--- config.mk ---
export PLATFORM = sky130hd
export DESIGN_NAME = tsb_ram
export DESIGN_NICKNAME = d
export VERILOG_FILES = /design/src/design/assert_macros.svh /design/src/design/tsb_pkg.sv /design/src/design/tsb_ram.sv
export SDC_FILE = /design/constraint.sdc
export NUM_CORES = 1
export LEC_CHECK = 0
export BUFFER_PORTS_ARGS = -buffer_cell sky130_fd_sc_hd__buf_2
export CAP_MARGIN = 0
export CORE_ASPECT_RATIO = 1.5
export CORE_MARGIN = 2
export CORE_UTILIZATION = 41
export DETAILED_ROUTE_END_ITERATION = 16
export GPL_TIMING_DRIVEN = 0
export PLACE_DENSITY_LB_ADDON = 0.1
export SYNTH_ARGS = -nofsm -noshare
export SYNTH_HDL_FRONTEND = slang
export SYNTH_SLANG_ARGS = --single-unit
--- constraint.sdc ---
create_clock -name clk_i -period 5.1 [get_ports clk_i]
set_input_delay 0.51 -clock clk_i [delete_from_list [all_inputs] [get_ports clk_i]]
set_output_delay 0.51 -clock clk_i [all_outputs]
set_load 0.02 [all_outputs]
--- src/design/assert_macros.svh ---
`ifndef ASSERT_MACROS_SVH
`define ASSERT_MACROS_SVH

// Assertion clocked on clk_i, off while rst_ni is low.
`define TSB_ASSERT(label, prop, msg) \
  label: assert property (@(posedge clk_i) disable iff (!rst_ni) (prop)) else $error(msg);

// Implication form of the above.
`define TSB_ASSERT_IMPL(label, pre, post, msg) \
  label: assert property (@(posedge clk_i) disable iff (!rst_ni) (pre) |-> (post)) \
    else $error(msg);

`endif

--- src/design/tsb_pkg.sv ---
package tsb_pkg;

  localparam int unsigned MAX_ENTRIES_DEF = 64;
  localparam int unsigned COORD_BITS_DEF  = 24;
  localparam int unsigned THR_W           = 26;
  localparam int unsigned CFG_W           = 24;
  localparam int unsigned CAP_W           = 7;
  localparam int unsigned REG_IDX_W       = 3;
  localparam int unsigned TIER_W          = 2;
  localparam int unsigned IDX_OUT_W       = 6;
  localparam int unsigned CNT_OUT_W       = 7;

  localparam logic [THR_W-1:0] ONE_FIX = THR_W'(256);

  typedef enum logic [1:0] {
    TIER_NEAR = 2'd0,
    TIER_MID  = 2'd1,
    TIER_FAR  = 2'd2
  } tier_e;

  typedef enum logic [2:0] {
    REG_NEAR_ENTER   = 3'd0,
    REG_NEAR_EXIT    = 3'd1,
    REG_MIDDLE_ENTER = 3'd2,
    REG_MIDDLE_EXIT  = 3'd3,
    REG_NEAR_CAP     = 3'd4,
    REG_MIDDLE_CAP   = 3'd5,
    REG_TOTAL_CAP    = 3'd6
  } reg_idx_e;

  typedef enum logic [3:0] {
    ST_IDLE,
    ST_SQX,
    ST_SQZ,
    ST_WR,
    ST_THR,
    ST_CH,
    ST_RI,
    ST_RD,
    ST_SC,
    ST_ER,
    ST_EW
  } state_e;

  typedef enum logic [1:0] {
    PASS_NEAR,
    PASS_MID,
    PASS_TOT
  } pass_e;

endpackage

--- src/design/tsb_ram.sv ---
module tsb_ram #(
  parameter int unsigned DEPTH = tsb_pkg::MAX_ENTRIES_DEF,
  parameter int unsigned WIDTH = tsb_pkg::TIER_W
) (
  input  logic                     clk_i,
  input  logic                     we_i,
  input  logic [$clog2(DEPTH)-1:0] waddr_i,
  input  logic [WIDTH-1:0]         wdata_i,
  input  logic [$clog2(DEPTH)-1:0] raddr_i,
  output logic [WIDTH-1:0]         rdata_o
);

  logic [WIDTH-1:0] mem [DEPTH];
  logic [WIDTH-1:0] rdata_q;

  always_ff @(posedge clk_i) begin
    if (we_i) begin
      mem[waddr_i] <= wdata_i;
    end
    rdata_q <= mem[raddr_i];
  end

  assign rdata_o = rdata_q;

endmodule

==> results.toml <==
[worst_hold_path]
hp-class = "in -> reg"
worstHoldPathCells = 2

[finish]
diodes = 0
area_delta_synth_final_pct = 14.5
fin_util_pct = 47.7
multi_input_area_um2 = 1420
drive_above_1_share_pct = 20.2
nFillCells = 1162
seq_area_um2 = 3880
nets = 370

[detailed_routing]
drtPass1Iterations = 4
drc_errors = 0
finalWirelength_mm = 12.1
vias = 2922
detail-route-antenna-nets = 0
vias_per_cell = 5.56
first_iter_violations = 199
wire_per_inst_um = 23.0

[flow_run]
drv_cap = 0

[setup_path]
cp.required_ps = 5390
r2r_cells = 5
cp_max_fo = 10
cp_cell_sequence = "buf_2 -> clkbuf_1 -> mux4_2 -> a22oi_1 -> a21oi_1 -> a211o_1"
cp_slowest_cell = "clkbuf_1"
cp-end-kind = "flip-flop"
arrival_ps = 2430
start_kind = "primary input"
cpPeakStageDelay_ps = 680
worstSetupPathType = "in -> reg"

[cts]
clockRootBuffer = "clkbuf_16"
cts.sinks = 130
cts_tree = "yes"
clk_path_buf_depth = 2
clk_latency_ps = 410
post-cts-setup-buffer-count = 0
cts_htree_levels = 4
cts_buffers = 17
cts.clk_slew.worst_paths_ps = 50
cts_resized = 0
hold_buffers = 0

[global_route]
grt_pass1_vias = 3117
antenna_found_initial = 0
grt_pass1_wl_mm = 18.4
gr-total-overflow = 0
track_usage_pct = 18.4
grt_max_degree = 65

[power_and_ir_drop]
peakVddDrop_v = 0.000222
power.leakage_uw = 0.00192
power.density_nw_per_um2 = 389
p_total_uw = 2400

[yosys]
ys_warn_count = 0
synth-seq-area-share_pct = 72.0
postSynthAreaPerCell_um2 = 16.7
synth_seq_cells = 130
synthDistinctLibCells = 37
synthArstFlopShare_pct = 0
synthCells = 324
synth.net_count = 340
synthesis.area_um2 = 5400
synth_edf_count = 128
synth_ff_type = "edfxtp_1"

[sta]
setup_slack_ps = 2960
finalSetupViolCount = 0
fin_crit_ps = 2140
drv_slew = 0
fin_setup_tns_ps = 0
max_clock_freq_mhz = 468
finalCritPeriodShare_pct = 41.9
tightestPinTransition_ps = 1080
hold_viol_final = 0
rsz0062_at_grt = "no"
clock_skew_ps = 4.26
relSlewSlack_pct = 27.7

[place]
routabilityCongestion = 0.829
dpl_worst_slack_ps = 2560
port_buffers = 11
hpwl_mm = 7.97

[floorplan]
die_h_um = 145
die_area_um2 = 14100
die_x_um = 97.7
ios = 18
core_area_um2 = 13000
fp-row-count = 51
initial_core_util_pct = 41.7

[run_status]
status = "complete, no violations"
-- path summary, 6_finish.rpt --
path | slack, ps | to | startpoint
worst max-delay path | 2960 | rdata_o[0] | raddr_i[1]
worst min-delay path | 440 | rdata_o[1] | raddr_i[5]
worst max register to register | 3290 | rdata_o[0] | mem[51][0]
worst min register to register | 880 | rdata_o[1] | mem[0][1]
-- synth_stat cells (3+ instances only) --
library cell | instances | area share [%]
mux2i_1 | 5 | 0.93
nand3b_1 | 4 | 0.56
buf_6 | 3 | 0.63
nand2_1 | 14 | 0.97
o21ai_0 | 3 | 0.28
edfxtp_1 | 128 | 71
nand2b_1 | 4 | 0.46
clkbuf_1 | 11 | 0.76
nor2_1 | 70 | 4.9
a22oi_1 | 6 | 0.83
nand3_1 | 7 | 0.65
nor2b_1 | 7 | 0.81
a311oi_1 | 3 | 0.49
mux4_2 | 29 | 12
-- per-layer routing --
| layer | share of wire, % | wire, um | track usage (%) | vias to the layer above |
|---|---|---|---|---|
| met2 | 52 | 6290 | 31.9 | 74 |
| met1 | 42 | 5120 | 22.5 | 1502 |
| met5 | 0 | 0 | 0 | - |
| met3 | 3.5 | 418 | 3.58 | 17 |
| li1 | - | - | - | 1329 |
| met4 | 2.4 | 285 | 8.19 | 0 |
-- registers in the layout, summed over array words and instances (netlist names) --
register	cells
mem	128
rdata_o	2
-- worst max-delay path: cells and delay by family --
kind | cells | cell delay (ps)
compound gates | 3 | 630
buf+inv | 2 | 800
mux | 1 | 470
-- per-stage QoR --
step / hold slack (ps) / std cells / cell area [um^2]
after global routing: 443 / 526 / 6180
after detailed placement: 840 / 494 / 5650
after global placement: 841 / 494 / 5650
after CTS: 406 / 526 / 6180
final: 437 / 526 / 6180
after floorplan: 609 / 324 / 5400
-- final cells by class --
class | instances | share of cell area, %
Tap cell | 159 | 3.22
Buffer | 17 | 1.50
Inverter | 1 | 0.0607
Sequential cell | 130 | 62.8
Clock buffer | 19 | 7.01
Timing Repair Buffer | 11 | 0.891
Clock inverter | 13 | 1.54
Multi-Input combinational cell | 176 | 22.9
-- power by group --
part | switching [uW] | internal, uW
combinational | 83.6 | 46.2
clock | 431 | 658
sequential | 2.03 | 1180
-- kinds of logic after synthesis --
group	count (synthesis)	share of synthesized area (%)
flops	130	72.0
buf+inv	18	1.78
mux	35	13.2
compound gates	25	3.41
simple gates	116	9.62
-- cells in the final DEF, fill, tap and decap left out, types with 3 or more instances in the layout --
cell type     n
buf_6         3
nor2b_1       7
a311oi_1      3
mux2i_1       5
clkbuf_1     13
mux4_2       29
clkinv_1      4
buf_2        13
edfxtp_1    128
nand2b_1      4
clkbuf_16    17
o21ai_0       3
nand3b_1      4
a22oi_1       6
nand2_1      14
nand3_1       7
clkinvlp_4    4
clkinv_2      4
nor2_1       70
(Power assumes the default switching activity.)
