## src/design/assert_macros.svh

```systemverilog
`ifndef ASSERT_MACROS_SVH
`define ASSERT_MACROS_SVH

// Assertion clocked on clk_i, off while rst_ni is low.
`define TSB_ASSERT(label, prop, msg) \
  label: assert property (@(posedge clk_i) disable iff (!rst_ni) (prop)) else $error(msg);

// Implication form of the above.
`define TSB_ASSERT_IMPL(label, pre, post, msg) \
  label: assert property (@(posedge clk_i) disable iff (!rst_ni) (pre) |-> (post)) \
    else $error(msg);

`endif

```

## src/design/tsb_pkg.sv

```systemverilog
package tsb_pkg;

  localparam int unsigned MAX_ENTRIES_DEF = 64;
  localparam int unsigned COORD_BITS_DEF  = 24;
  localparam int unsigned THR_W           = 26;
  localparam int unsigned CFG_W           = 24;
  localparam int unsigned CAP_W           = 7;
  localparam int unsigned REG_IDX_W       = 3;
  localparam int unsigned TIER_W          = 2;
  localparam int unsigned IDX_OUT_W       = 6;
  localparam int unsigned CNT_OUT_W       = 7;

  localparam logic [THR_W-1:0] ONE_FIX = THR_W'(256);

  typedef enum logic [1:0] {
    TIER_NEAR = 2'd0,
    TIER_MID  = 2'd1,
    TIER_FAR  = 2'd2
  } tier_e;

  typedef enum logic [2:0] {
    REG_NEAR_ENTER   = 3'd0,
    REG_NEAR_EXIT    = 3'd1,
    REG_MIDDLE_ENTER = 3'd2,
    REG_MIDDLE_EXIT  = 3'd3,
    REG_NEAR_CAP     = 3'd4,
    REG_MIDDLE_CAP   = 3'd5,
    REG_TOTAL_CAP    = 3'd6
  } reg_idx_e;

  typedef enum logic [3:0] {
    ST_IDLE,
    ST_SQX,
    ST_SQZ,
    ST_WR,
    ST_THR,
    ST_CH,
    ST_RI,
    ST_RD,
    ST_SC,
    ST_ER,
    ST_EW
  } state_e;

  typedef enum logic [1:0] {
    PASS_NEAR,
    PASS_MID,
    PASS_TOT
  } pass_e;

endpackage

```

## src/design/tsb_square.sv

```systemverilog
module tsb_square #(
  parameter int unsigned W = tsb_pkg::THR_W
) (
  input  logic           clk_i,
  input  logic [W-1:0]   a_i,
  output logic [2*W-1:0] prod_o
);

  logic [2*W-1:0] prod_q;

  always_ff @(posedge clk_i) begin
    prod_q <= a_i * a_i;
  end

  assign prod_o = prod_q;

endmodule

```

## config.mk

```make
export PLATFORM = sky130hd
export DESIGN_NAME = tsb_square
export DESIGN_NICKNAME = d
export VERILOG_FILES = /design/src/design/assert_macros.svh /design/src/design/tsb_pkg.sv /design/src/design/tsb_square.sv
export SDC_FILE = /design/constraint.sdc
export NUM_CORES = 1
export LEC_CHECK = 0
export BUFFER_PORTS_ARGS = -buffer_cell sky130_fd_sc_hd__buf_2
export CORE_MARGIN = 2
export CORE_UTILIZATION = 43
export CTS_CLUSTER_DIAMETER = 120
export DETAILED_ROUTE_END_ITERATION = 8
export SLEW_MARGIN = 20
export SYNTH_ARGS = -nofsm -noshare
export SYNTH_HDL_FRONTEND = slang
export SYNTH_SLANG_ARGS = --single-unit
```

## constraint.sdc

```tcl
create_clock -name clk_i -period 10.9 [get_ports clk_i]
set_input_delay 2.18 -clock clk_i [delete_from_list [all_inputs] [get_ports clk_i]]
set_output_delay 2.18 -clock clk_i [all_outputs]
set_load 0.005 [all_outputs]
```

==> impl_metrics.yaml, run 1 <==
run_status:
  outcome: "finished with violations"
  violations: "design-rule violations"
sta:
  rsz0062_at_grt: "false"
  worst_pin_slew_ns: 0.748
  fmax_ghz: 0.109
  tns_ns: 0
  period_share_pct: 84.3
  period_minus_slack_ns: 9.19
  relSlewSlack_pct: 49.6
  setup_viol: 0
  slew_violations: 0
  hold_viol: 0
grt:
  grt_usage_pct: 20.9
  grt_pass1_vias: 15500
  grt.overflow.total: 0
  antenna_found_initial: 0
  grt_max_degree: 28
  grt_pass1_wl_mm: 80.7
cts:
  clockBufferDepth: 2
  clock_tree.root_cell: "clkbuf_16"
  cts_max_level: 2
  cts.sinks: 51
  numCtsBuffers: 5
  cts_setup_buffers: 0
  cts_hold_buffers: 0
  clk_pin_slew_ns: 0.08
  cts_resized: 0
  cts_tree: "built"
worst_setup_path:
  startpoint_type: "primary input"
  cp_max_fo: 22
  cp.arrival_ns: 9.40
  cp.required_ns: 11.11
  critical_path_class: "in2reg"
  end_kind: "flop"
drt:
  vias_per_cell: 4.96
  wl_mm: 49.2
  vias: 14000
  first_pass_iters: 7
  drtIter0Drc: 745
  remaining_drc_errors: 4
  final_antenna_net_count: 0
  routedWlPerCell_um: 17.4
logic_synthesis:
  async_reset_ff_share_pct: 0
  yosysWarnings: 0
  synth_cells: 2190
  synth_ff_type: "dfxtp_1"
  ys_types: 59
  seq_area_frac_synth_pct: 5.00
  synth-edff-count: 0
  synth-seq-cells: 51
  syn-num-nets: 2927
  syn_avg_cell_area_sq_um: 9.32
  syn_area_sq_um: 20400
floorplan:
  rows: 79
  start_util_pct: 43.7
  io_pins: 79
  die_w_um: 222
  core_area_sq_um: 46700
  die_y_um: 222
  dieArea_sq_um: 49200
run:
  drv_cap: 0
placement:
  gp_congestion: 0.904
  place_hpwl_mm: 41.5
  io_buffers: 77
worst_hold_path:
  hold_path_class: "in2reg"
cells_and_area:
  largest_reg_flops: 51
  layout-drive-gt1-share_pct: 4.70
  area_growth_pct: 5.29
  nets: 2949
## final cells by class
type                       instances  area, sq um
fill                            4490        25200
multi-input combinational       1378        16500
inverter                         697         2620
sequential                        51         1020
tap                              607          759
timing repair buffer              79          400
clock buffer                       5          125
clock inverter                     3         43.8
antenna                            2         5.00
## critical path: stages
cell	delay, ns
buf_2	0.46
inv_1	0.30
nor2_1	0.26
fa_1	0.47
fa_1	0.52
fa_1	0.54
inv_1	0.05
fa_1	0.51
inv_1	0.06
fa_1	0.48
fa_1	0.48
inv_1	0.05
fa_1	0.47
inv_1	0.04
ha_1	0.34
a21oi_1	0.26
inv_1	0.07
o31ai_1	0.37
nand2_1	0.16
o41ai_2	0.45
o21ai_1	0.20
or2_2	0.35
a311oi_1	0.30
## layout by cell type, fill, tap and decap left out, drive strengths merged, types with 2 or more instances in the layout
cell type and instances:
a311oi 3, nand2 205, and4 3, fa 513
buf 79, inv 697, o21a 4, o31ai 5
nor2b 11, a21oi 60, o221ai 2, and3 8
a211o 3, nor2 49, clkinv 2, a221oi 2
dfxtp 51, a21o 24, and2 135, nand2b 4
o211ai 2, nor3 5, a211oi 5, o21bai 6
xor2 22, o21ai 26, ha 197, xnor2 37
a31oi 4, a22o 2, nand3 9, or2 5
clkbuf 5, diode 2, nand4 9
## cell families after synthesis
logic type	after synthesis	synth area share (%)
adder cells (fa/ha/maj)	710	62.4
flip-flops	51	5.00
XOR/XNOR	59	2.53
buffers and inverters	761	14.1
multiplexers	2	0.104
AND/OR/NAND/NOR	445	10.6
other	1	0.0184
AO/OA/AOI/OAI	161	5.29
## Yosys cell counts (6+ instances only)
library cell	n	area share, %
a21o_1	24	0.88
a21oi_1	59	1.4
and2_1	135	4.1
and3_1	6	0.18
clkbuf_1	60	1.1
dfxtp_1	51	5.0
fa_1	513	50
ha_1	197	12
inv_1	697	13
nand2_1	205	3.8
nand3_1	9	0.22
nand4_1	9	0.28
nor2_1	49	0.90
nor2b_1	11	0.34
o21ai_0	23	0.56
o21bai_1	6	0.22
xnor2_1	37	1.6
xor2_1	22	0.94
## metal layers
metal	up-vias	part of all wire [%]	track usage [%]
met5	-	0	0
met3	66	4.3	2.25
met1	7268	39	26.1
met4	0	3.3	6.06
li1	6355	-	-
met2	310	53	38.3
## path summary, 6_finish.rpt
kind | start | endpoint | slack [ns] | cells after the start
max | a_i[22] | prod_o[48] | 1.71 | 23
min | a_i[0] | prod_o[0] | 2.33 | 1
## metrics by stage
step | utilization [%] | cell area, sq um | setup slack (ns) | instances | hold WS [ns]
2_1_floorplan | - | 20400 | 2.32 | 2190 | 2.21
3_3_place_gp | 45.7 | 21300 | 1.62 | 2812 | 2.56
3_5_place_dp | 45.7 | 21300 | 1.40 | 2812 | 2.56
4_1_cts | 46.0 | 21500 | 1.72 | 2820 | 2.31
5_1_grt | 46.0 | 21500 | 1.40 | 2820 | 2.33
6_report | 46.0 | 21500 | 1.71 | 2822 | 2.33
Power of run 1 is left out: the tool's default activity adds up to more than one toggle a clock period on the data nets, which glitch-free logic cannot reach.
==> inputs of run 2 (changes only) <==
--- a/config.mk
+++ b/config.mk
@@ -5,6 +5,7 @@
 export SDC_FILE = /design/constraint.sdc
 export NUM_CORES = 1
 export LEC_CHECK = 0
+export ABC_AREA = 1
 export BUFFER_PORTS_ARGS = -buffer_cell sky130_fd_sc_hd__buf_2
 export CORE_MARGIN = 2
 export CORE_UTILIZATION = 43
==> constraint.sdc (replaced) <==
create_clock -name clk_i -period 9.2 [get_ports clk_i]
set_input_delay 1.84 -clock clk_i [delete_from_list [all_inputs] [get_ports clk_i]]
set_output_delay 1.84 -clock clk_i [all_outputs]
set_load 0.005 [all_outputs]
==> run 2 against run 1 <==
Net effect: the flow now finishes without violations; wire length is 11% higher; hold slack worse by 0.40 ns; global-route usage is 0.75 points higher; non-clock buffer count is 7 higher; area after synthesis is 8.9% higher; synthesized cell count is 31% higher; sequential cell count stayed put; first-iteration DRC count is 4.7% higher; utilization is 0.34 points lower; cell count is 26% higher; setup slack worse by 0.41 ns.
==> impl_metrics.yaml, run 2 <==
grt:
  grt_pass1_vias: 18200
  grt_pass1_wl_mm: 92.0
  grt_max_degree: 28
  grt_usage_pct: 21.7
  grt.overflow.total: 0
  antenna_found_initial: 1
worst_hold_path:
  hold_path_class: "in2reg"
  min_path_cells: 2
sta:
  hold_viol: 0
  period_minus_slack_ns: 7.90
  holdWs_ns: 1.94
  period_share_pct: 85.8
  slew_violations: 0
  worst_pin_slew_ns: 0.772
  tns_ns: 0
  setup_viol: 0
  fmax_ghz: 0.127
  relSlewSlack_pct: 48.5
  rsz0062_at_grt: "false"
cts:
  clk_pin_slew_ns: 0.08
  clock_tree.root_cell: "clkbuf_16"
  cts_tree: "built"
  cts_max_level: 2
  cts_hold_buffers: 0
  clockBufferDepth: 2
  numCtsBuffers: 5
  cts.sinks: 51
  cts_resized: 0
  cts_setup_buffers: 0
logic_synthesis:
  synth_top_cell_area_share_pct: 46.2
  yosysWarnings: 0
  syn_avg_cell_area_sq_um: 7.75
  synth-seq-cells: 51
  synth_ff_type: "dfxtp_1"
  ys_types: 34
  synthTopCellsByArea: "fa_1, inv_1, nand2_1, ha_1, dfxtp_1"
  seq_area_frac_synth_pct: 4.59
  syn_area_sq_um: 22200
  netlist_top_cells_count: "inv_1, nand2_1, fa_1"
  synth_cells: 2867
  synth-edff-count: 0
  async_reset_ff_share_pct: 0
  synth.most_common_cell: "inv_1"
  yosysTopAreaCell: "fa_1"
  syn-num-nets: 3604
floorplan:
  die_w_um: 231
  start_util_pct: 43.4
  dieArea_sq_um: 53500
  core_area_sq_um: 51200
  die_y_um: 231
  io_pins: 79
  rows: 83
drt:
  first_pass_iters: 5
  wl_met2_mm: 27.6
  final_antenna_net_count: 0
  remaining_drc_errors: 0
  wl_mm: 54.5
  routedWlPerCell_um: 15.3
  drtIter0Drc: 780
  top_layer: "met5"
  vias: 16600
  vias_per_cell: 4.66
  route.met3.wl_mm: 2.09
  wl_met1_mm: 23.4
placement:
  place_hpwl_mm: 47.8
  gp_congestion: 0.927
  io_buffers: 77
worst_setup_path:
  cp.arrival_ns: 8.10
  cp_slowest_cell: "buf_2"
  critPathTopFamily: "adder cells"
  crit_chain: "buf_2 > nand2_1 > fa_1 > inv_1 > fa_1 > inv_1 > fa_1 > fa_1 > inv_1 > fa_1 > fa_1 > inv_1 > fa_1 > inv_1 > ha_1 > nand2_1 > inv_1 > nand2_1 > nor2_2 > nand4_1 > nand3_1 > nand2_1 > nand3_1 > nand2_1"
  end_kind: "flop"
  worst-path-buf-inv: 7
  cp_num_cells: 24
  cp_max_fo: 26
  path_common_cell: "fa_1"
  crit_path_max_incr_delay_ns: 0.57
  startpoint_type: "primary input"
  cp.required_ns: 9.40
  critical_path_class: "in2reg"
cells_and_area:
  largest_reg_flops: 51
  layout_common_cells: "inv_1, nand2_1, fa_1, ha_1, buf_2"
  area_growth_pct: 5.30
  multi_input_area_sq_um: 17000
  n_antenna_cell: 0
  fill_cells: 5155
  ff_latch_area_sq_um: 1020
  fin_util_pct: 45.7
  layout-drive-gt1-share_pct: 5.38
  mostFrequentLayoutCell: "inv_1"
  nets: 3618
run_status:
  outcome: "finished, final reports clean"
run:
  drv_cap: 0
run 2: worst paths after layout:
kind / start / endpoint / slack (ns)
min: a_i[0] / prod_o[2] / 1.94
max: a_i[17] / prod_o[39] / 1.30
run 2: routing by layer:
layer  track usage (%)  vias to the layer above
li1                  -                     7867
met1              28.6                     8269
met2              38.3                      362
met3              1.89                       89
met4              5.81                        2
met5                 0                        -
run 2: cells by family after synthesis:
family / Yosys count / share of synthesized area [%]
XOR/XNOR: 41 / 1.62
buffers and inverters: 1117 / 18.9
AO/OA/AOI/OAI: 37 / 0.895
flip-flops: 51 / 4.59
other: 1 / 0.0169
AND/OR/NAND/NOR: 910 / 16.7
adder cells (fa/ha/maj): 710 / 57.3
run 2: final cells by class:
class / count / share of cell area (%)
clock buffer: 6 / 0.594
clock inverter: 2 / 0.166
inverter: 1038 / 16.7
multi-input combinational: 1699 / 72.7
sequential: 51 / 4.36
tap: 680 / 3.64
timing repair buffer: 86 / 1.94
run 2: through the flow:
stage	setup WS [ns]	area, sq um	std cells
2_1_floorplan	1.76	22200	2867
3_3_place_gp	1.01	23200	3554
3_5_place_dp	0.993	23200	3554
4_1_cts	1.27	23400	3562
5_1_grt	0.918	23400	3562
6_report	1.30	23400	3562
Power of run 2 is left out for the same reason.
